==> config.mk <==
export PLATFORM = sky130hd
export DESIGN_NAME = cfc_core_flat
export DESIGN_NICKNAME = d
export VERILOG_FILES = /design/src/hdl/cfc_pkg.sv /design/src/hdl/cfc_if.sv /design/src/hdl/cfc_core.sv /design/src/flat_wrapper.sv
export SDC_FILE = /design/constraint.sdc
export NUM_CORES = 1
export LEC_CHECK = 0
export BUFFER_PORTS_ARGS = -buffer_cell sky130_fd_sc_hd__buf_2
export CORE_ASPECT_RATIO = 0.5
export CORE_MARGIN = 2
export CORE_UTILIZATION = 50
export CTS_CLUSTER_DIAMETER = 100
export DETAILED_ROUTE_END_ITERATION = 16
export HOLD_SLACK_MARGIN = 0.05
export PLACE_DENSITY = 0.71
export SKIP_CTS_REPAIR_TIMING = 1
export SLEW_MARGIN = 20
export SYNTH_ARGS = -nofsm -noshare
export SYNTH_HDL_FRONTEND = slang
export SYNTH_SLANG_ARGS = --single-unit
==> constraint.sdc <==
create_clock -name clock -period 2.1 [get_ports clock]
set_clock_uncertainty 0.1 [all_clocks]
set_input_delay 0.525 -clock clock [delete_from_list [all_inputs] [get_ports clock]]
set_output_delay 0.525 -clock clock [all_outputs]
set_load 0.02 [all_outputs]
==> src/hdl/cfc_pkg.sv <==
package cfc_pkg;

   localparam int unsigned ByteWidth     = 8;
   localparam int unsigned CsrIndexWidth = 8;
   localparam int unsigned CrcWidth      = 32;
   localparam int unsigned TailDepth     = 4;
   localparam int unsigned SeenWidth     = 3;

   localparam logic [CrcWidth-1:0] CrcPoly = 32'hEDB8_8320;
   localparam logic [CrcWidth-1:0] CrcOnes = 32'hFFFF_FFFF;

   // saturation point of the byte counter: a full crc plus at least one payload byte
   localparam logic [SeenWidth-1:0] SeenMax  = 3'd5;
   localparam logic [SeenWidth-1:0] SeenFull = 3'd4;

   // register map
   localparam logic [CsrIndexWidth-1:0] CsrStartMarker = 8'd0;
   localparam logic [CsrIndexWidth-1:0] CsrEndMarker   = 8'd1;

   localparam logic [ByteWidth-1:0] StartMarkerReset = 8'h02;
   localparam logic [ByteWidth-1:0] EndMarkerReset   = 8'h03;

   // status codes
   localparam logic [1:0] StatGood     = 2'd0;
   localparam logic [1:0] StatCrcError = 2'd1;
   localparam logic [1:0] StatTooShort = 2'd2;
   localparam logic [1:0] StatNoFrame  = 2'd3;

   typedef struct packed {
      logic [ByteWidth-1:0] start_marker;
      logic [ByteWidth-1:0] end_marker;
   } cfg_type;

   typedef enum logic [2:0] {
      PH_HUNT    = 3'b001,
      PH_COLLECT = 3'b010,
      PH_CLOSED  = 3'b100
   } phase_type;

   // reflected crc-32, one byte folded in
   function automatic logic [CrcWidth-1:0] crc_feed(input logic [CrcWidth-1:0] c,
                                                   input logic [ByteWidth-1:0] b);
      logic [CrcWidth-1:0] r;
      r = c ^ {{(CrcWidth-ByteWidth){1'b0}}, b};
      for (int k = 0; k < ByteWidth; k++) begin
         r = r[0] ? (CrcPoly ^ (r >> 1)) : (r >> 1);
      end
      return r;
   endfunction

endpackage

==> src/hdl/cfc_if.sv <==
interface cfc_req_if;
   logic                            valid;
   logic                            ready;
   logic [cfc_pkg::ByteWidth-1:0]   in_byte;
   logic                            buffer_end;

   modport source (output valid, output in_byte, output buffer_end, input ready);
   modport sink   (input valid, input in_byte, input buffer_end, output ready);
endinterface

interface cfc_rsp_if;
   logic                            valid;
   logic                            ready;
   logic [cfc_pkg::ByteWidth-1:0]   out_byte;
   logic                            is_status;
   logic [1:0]                      status;

   modport source (output valid, output out_byte, output is_status, output status,
                   input ready);
   modport sink   (input valid, input out_byte, input is_status, input status,
                   output ready);
endinterface


==> src/hdl/cfc_core.sv <==
module cfc_core (
   input  logic              clock,
   input  logic              reset,
   input  cfc_pkg::cfg_type  cfg,
   cfc_req_if.sink           req_chan,
   cfc_rsp_if.source         rsp_chan
);

   localparam int unsigned BW = cfc_pkg::ByteWidth;

   // input register
   logic          in_valid_ff, in_valid_in;
   logic [BW-1:0] in_byte_ff;
   logic          in_last_ff;

   // frame state
   cfc_pkg::phase_type              phase_ff, phase_in;
   logic [BW-1:0]                   tail_ff [cfc_pkg::TailDepth];
   logic [BW-1:0]                   tail_in [cfc_pkg::TailDepth];
   logic [cfc_pkg::SeenWidth-1:0]   seen_ff, seen_in;
   logic [cfc_pkg::CrcWidth-1:0]    crc_ff, crc_in;

   // result register
   logic          out_valid_ff, out_valid_in;
   logic [BW-1:0] out_byte_ff;
   logic          out_is_status_ff;
   logic [1:0]    out_status_ff;

   logic          advance;
   logic          has_result;
   logic [BW-1:0] res_byte;
   logic          res_is_status;
   logic [1:0]    res_status;
   logic          full;
   logic [cfc_pkg::CrcWidth-1:0] crc_field;

   assign advance        = in_valid_ff && (!out_valid_ff || rsp_chan.ready);
   assign req_chan.ready = !in_valid_ff || advance;

   assign full      = (seen_ff >= cfc_pkg::SeenFull);
   assign crc_field = {tail_ff[0], tail_ff[1], tail_ff[2], tail_ff[3]};

   always_comb begin
      in_valid_in = in_valid_ff;
      if (req_chan.valid && req_chan.ready) begin
         in_valid_in = 1'b1;
      end else if (advance) begin
         in_valid_in = 1'b0;
      end
   end

   always_comb begin
      phase_in      = phase_ff;
      tail_in       = tail_ff;
      seen_in       = seen_ff;
      crc_in        = crc_ff;
      has_result    = 1'b0;
      res_byte      = '0;
      res_is_status = 1'b0;
      res_status    = cfc_pkg::StatGood;
      unique case (phase_ff)
         cfc_pkg::PH_HUNT: begin
            if (in_byte_ff == cfg.start_marker) begin
               for (int i = 0; i < cfc_pkg::TailDepth; i++) begin
                  tail_in[i] = '0;
               end
               seen_in  = '0;
               crc_in   = cfc_pkg::CrcOnes;
               phase_in = cfc_pkg::PH_COLLECT;
            end
            if (in_last_ff) begin
               phase_in      = cfc_pkg::PH_HUNT;
               has_result    = 1'b1;
               res_is_status = 1'b1;
               res_status    = cfc_pkg::StatNoFrame;
            end
         end
         cfc_pkg::PH_COLLECT: begin
            if (in_byte_ff == cfg.end_marker) begin
               has_result    = 1'b1;
               res_is_status = 1'b1;
               if (seen_ff < cfc_pkg::SeenMax) begin
                  res_status = cfc_pkg::StatTooShort;
               end else if (crc_field == (crc_ff ^ cfc_pkg::CrcOnes)) begin
                  res_status = cfc_pkg::StatGood;
               end else begin
                  res_status = cfc_pkg::StatCrcError;
               end
               phase_in = in_last_ff ? cfc_pkg::PH_HUNT : cfc_pkg::PH_CLOSED;
            end else begin
               for (int i = 0; i < cfc_pkg::TailDepth - 1; i++) begin
                  tail_in[i] = tail_ff[i+1];
               end
               tail_in[cfc_pkg::TailDepth-1] = in_byte_ff;
               if (seen_ff < cfc_pkg::SeenMax) begin
                  seen_in = seen_ff + 1'b1;
               end
               if (full) begin
                  crc_in = cfc_pkg::crc_feed(crc_ff, tail_ff[0]);
               end
               if (in_last_ff) begin
                  phase_in      = cfc_pkg::PH_HUNT;
                  has_result    = 1'b1;
                  res_is_status = 1'b1;
                  res_status    = cfc_pkg::StatNoFrame;
               end else if (full) begin
                  has_result = 1'b1;
                  res_byte   = tail_ff[0];
               end
            end
         end
         default: begin
            if (in_last_ff) begin
               phase_in = cfc_pkg::PH_HUNT;
            end
         end
      endcase
   end

   always_comb begin
      out_valid_in = out_valid_ff;
      if (advance) begin
         out_valid_in = has_result;
      end else if (rsp_chan.ready) begin
         out_valid_in = 1'b0;
      end
   end

   always_ff @(posedge clock) begin
      if (reset) begin
         in_valid_ff  <= 1'b0;
         out_valid_ff <= 1'b0;
         phase_ff     <= cfc_pkg::PH_HUNT;
         seen_ff      <= '0;
         crc_ff       <= cfc_pkg::CrcOnes;
         for (int i = 0; i < cfc_pkg::TailDepth; i++) begin
            tail_ff[i] <= '0;
         end
      end else begin
         in_valid_ff  <= in_valid_in;
         out_valid_ff <= out_valid_in;
         if (advance) begin
            phase_ff <= phase_in;
            seen_ff  <= seen_in;
            crc_ff   <= crc_in;
            tail_ff  <= tail_in;
         end
      end
   end

   always_ff @(posedge clock) begin
      if (req_chan.valid && req_chan.ready) begin
         in_byte_ff <= req_chan.in_byte;
         in_last_ff <= req_chan.buffer_end;
      end
      if (advance && has_result) begin
         out_byte_ff      <= res_byte;
         out_is_status_ff <= res_is_status;
         out_status_ff    <= res_status;
      end
   end

   assign rsp_chan.valid     = out_valid_ff;
   assign rsp_chan.out_byte  = out_byte_ff;
   assign rsp_chan.is_status = out_is_status_ff;
   assign rsp_chan.status    = out_status_ff;

   a_status_byte_zero: assert property (@(posedge clock) disable iff (reset)
      (out_valid_ff && out_is_status_ff) |-> (out_byte_ff == '0))
      else $error("status transaction carries a nonzero byte");

   a_payload_status_zero: assert property (@(posedge clock) disable iff (reset)
      (out_valid_ff && !out_is_status_ff) |-> (out_status_ff == cfc_pkg::StatGood))
      else $error("payload transaction carries a nonzero status");

   a_seen_saturates: assert property (@(posedge clock) disable iff (reset)
      seen_ff <= cfc_pkg::SeenMax)
      else $error("byte counter passed its saturation point");

   a_input_held: assert property (@(posedge clock) disable iff (reset)
      (in_valid_ff && !advance) |=> in_valid_ff)
      else $error("input transaction dropped while stalled");

   a_payload_keeps_collecting: assert property (@(posedge clock) disable iff (reset)
      (advance && has_result && !res_is_status) |=> (phase_ff == cfc_pkg::PH_COLLECT))
      else $error("payload byte given outside a frame");

endmodule

==> src/flat_wrapper.sv <==
// flat-port wrapper written by rule: the top's interface ports become plain ports
module cfc_core_flat 
  (clock, reset, cfg, req_chan_valid, req_chan_in_byte, req_chan_buffer_end, req_chan_ready, rsp_chan_valid, rsp_chan_out_byte, rsp_chan_is_status, rsp_chan_status, rsp_chan_ready);
  cfc_req_if req_chan_i ();
  cfc_rsp_if rsp_chan_i ();
  input  logic clock;
  input  logic reset;
  input  cfc_pkg::cfg_type cfg;
  input wire logic [$bits(req_chan_i.valid)-1:0] req_chan_valid;
  input wire logic [$bits(req_chan_i.in_byte)-1:0] req_chan_in_byte;
  input wire logic [$bits(req_chan_i.buffer_end)-1:0] req_chan_buffer_end;
  output wire logic [$bits(req_chan_i.ready)-1:0] req_chan_ready;
  output wire logic [$bits(rsp_chan_i.valid)-1:0] rsp_chan_valid;
  output wire logic [$bits(rsp_chan_i.out_byte)-1:0] rsp_chan_out_byte;
  output wire logic [$bits(rsp_chan_i.is_status)-1:0] rsp_chan_is_status;
  output wire logic [$bits(rsp_chan_i.status)-1:0] rsp_chan_status;
  input wire logic [$bits(rsp_chan_i.ready)-1:0] rsp_chan_ready;
  assign req_chan_i.valid = req_chan_valid;
  assign req_chan_i.in_byte = req_chan_in_byte;
  assign req_chan_i.buffer_end = req_chan_buffer_end;
  assign req_chan_ready = req_chan_i.ready;
  assign rsp_chan_valid = rsp_chan_i.valid;
  assign rsp_chan_out_byte = rsp_chan_i.out_byte;
  assign rsp_chan_is_status = rsp_chan_i.is_status;
  assign rsp_chan_status = rsp_chan_i.status;
  assign rsp_chan_i.ready = rsp_chan_ready;
  cfc_core u_core (.clock(clock), .reset(reset), .cfg(cfg), .req_chan(req_chan_i), .rsp_chan(rsp_chan_i));
endmodule
==> metrics <==
Worst Setup Slack, final=-0.0609 ns; leakage=between 2 and 2.5 nW; WL/cell=approximately 18 um; pre-CTS setup slack=-0.303 ns; CTS Sinks=92; combinational share of power=under 10%; area leader, netlist=dfxtp_1; overall power=3.59 mW; Top Ports=42; first-pass GRT wire length=roughly 20 mm; H-tree levels=3; Area Growth Syn to Fin=23.1%; Port Buffer Count=between 40 and 50; kind of critical path=reg2reg; routability-driven placement congestion ratio=around 0.90; f_max=around 460 MHz; first drt pass iteration count=4; endpoints failing setup=53; Power Density=590 mW/mm^2; DIE AREA=between 0.01 and 0.015 mm^2; endpoints failing hold=0; RSZ-0062 raised after global routing=true; Net Count, Synth=around 520; sequential share of power=about half; Avg Vias per Cell=about 5.6; largest net degree at the start of global routing=30; Int Pwr=approximately 2.8 mW; share of the synthesized area in the top cell type=between 20 and 30%; switch share=between 20% and 30%; cell area after placement=around 0.0057 mm^2; Max Cap Viol=0; Cell Area, Synth=between 0.004 and 0.005 mm^2; gr usage total=approximately a quarter; most common cell after layout, fill and taps aside=xnor2_1; initial antenna violation count=0; count of cell types in the netlist=54; Post-synth ARST share=0%; post-route cell area=slightly above 0.006 mm^2; drt initial violations=around 370; post-route minimum period=about 2.2 ns; ANT cells=0; CTS Buf Count=9; vias in the first global route=approximately 3900; core area=0.00951 mm^2; Horiz. Die Dim=between 100 and 150 um; CP startpoint kind=flip-flop; post-synthesis instance total=485; initial core utilization=between 50% and 60%; fraction of layout cells with a size suffix above 1=between 20% and 30%; outcome=finished, violations left; EDFF count, synth=20; final net count=roughly 600; CTS clk-pin slew, worst paths=0.07 ns; max-slew violations=0; Tcrit/Tclk final=103%; placed cells=689; Syn. warnings=0; clk buf depth=2; CP endpoint kind=flip-flop; WL final=between 10 and 15 mm; CTS tree=done; sequential-to-total area share from yosys stat=between 40% and 50%; CP Max Fanout=10; clock power share=between 40% and 50%; row cnt=25; Worst Tran Pin Value=roughly 0.53 ns; failing checks=negative setup slack; total number of vias=approximately 4000; most frequent cells in the layout=xnor2_1 (84), dfxtp_1 (71), buf_4 (48), buf_2 (41), a21oi_1 (35); fin cells=708; DRC Markers=0; Synth Register Bits=92; CTS root buf=clkbuf_16; remaining antenna violation count=0; Die H=74.3 um; grt ovf=0; dpl hpwl=about 9.6 mm; synthesized area per cell=a little over 10 um^2; CP required=between 2 and 2.5 ns; HP Class=in2reg; Switch Pwr=between 800 and 900 uW; clk_lat worst skew=0.35 ns; maximum vdd drop=approximately 0.00039 V; Critical Path AT=2.29 ns; Max-slew headroom=approximately 64%; Area contributors post-synth=dfxtp_1 (29%), xnor2_1 (15%), edfxtp_1 (12%); Most used DFF post-synth=dfxtp_1
## state kept, by name (all words and copies together) (netlist names)
signal / flops
u_core.seen_ff: 3
u_core.rsp_chan.status: 2
u_core.phase_ff: 3
u_core.in_byte_ff: 8
u_core.in_valid_ff: 1
u_core.rsp_chan.valid: 1
u_core.in_last_ff: 1
u_core.crc_ff: 32
u_core.rsp_chan.out_byte: 8
u_core.crc_field: 32
u_core.rsp_chan.is_status: 1
## final cells by class
type / count / area [um^2]
inverters: 4 / 15.0
clock inverters: 6 / 46.3
multi-input cells: 363 / 2860
fillers: 773 / 3420
repair buffers: 98 / 714
well taps: 135 / 169
flip-flops and latches: 92 / 2040
clock buffers: 10 / 239
## through the flow
stage               hold slack [ns]  TNS, ns  util (%)
floorplan                     0.359        0         -
global placement              0.374   -14.22      59.6
detailed placement            0.387   -17.59      59.6
CTS                           0.243    -6.14      62.6
global route                  0.242    -7.11      64.0
finish                        0.252    -2.22      64.0
## synthesized netlist by cell type, types with 3 or more instances
cell type	n
edfxtp_1	20
a221o_1	5
dfxtp_1	72
a2bb2oi_1	10
nand2_1	10
nand4_1	7
nor3_1	12
o22a_1	4
and4_1	3
clkbuf_1	17
and2_1	9
o21ai_1	24
xnor2_4	9
a21o_1	6
a21oi_1	37
a211oi_1	11
inv_1	4
buf_2	9
xnor2_2	5
nor4_1	8
nor2_1	8
o21ai_0	27
xnor2_1	84
xor2_1	18
nand3_1	33
## final timing paths
| kind | endpoint | cells past startpoint | slack [ns] | startpoint |
|---|---|---|---|---|
| worst max-delay path | u_core.crc_ff[26]$_SDFFE_PP1P_ | 8 | -0.06 | u_core.in_byte_ff[4]$_DFFE_PP_ |
| worst min-delay path | u_core.in_byte_ff[3]$_DFFE_PP_ | 1 | 0.25 | req_chan_in_byte[3] |
| worst min register to register | u_core.crc_field[9]$_SDFFE_PP0P_ | 2 | 0.40 | u_core.crc_field[9]$_SDFFE_PP0P_ |
| worst max register to register | u_core.crc_ff[26]$_SDFFE_PP1P_ | 8 | -0.06 | u_core.in_byte_ff[4]$_DFFE_PP_ |
## worst max-delay path: stages (launching register included)
cell       delay (ns)
edfxtp_1         0.42
xor2_1           0.20
nor4_4           0.38
buf_4            0.18
nand4_1          0.10
buf_6            0.18
a211oi_2         0.22
buf_6            0.19
a2bb2oi_1        0.08
## power by group through the flow
stage | Combinational, mW | Clock (mW) | Sequential (mW)
global route | 0.213 | 1.65 | 1.84
detailed placement | 0.184 | 0 | 1.88
floorplan | 0.0861 | 0 | 1.89
finish | 0.197 | 1.56 | 1.84
CTS | 0.185 | 1.58 | 1.84
global placement | 0.180 | 0 | 1.88
## metal layers
| metal | wire length (um) | global-route usage, % | vias up |
|---|---|---|---|
| met5 | 0 | 0 | - |
| met4 | 142 | 6.36 | 0 |
| met3 | 1040 | 7.60 | 13 |
| met2 | 5690 | 39.8 | 166 |
| met1 | 6150 | 35.4 | 1881 |
| li1 | - | - | 1926 |
## kinds of logic (layout without fill, tap and decap cells)
logic type	after synthesis	in the layout	synth area share, %
compound gates	141	141	18.1
xor+xnor	118	118	25.6
fa+ha+maj	1	1	0.253
buf+inv	30	118	2.51
flops	92	92	41.3
simple gates	103	103	12.2
Power figures use the tool's default switching activity.
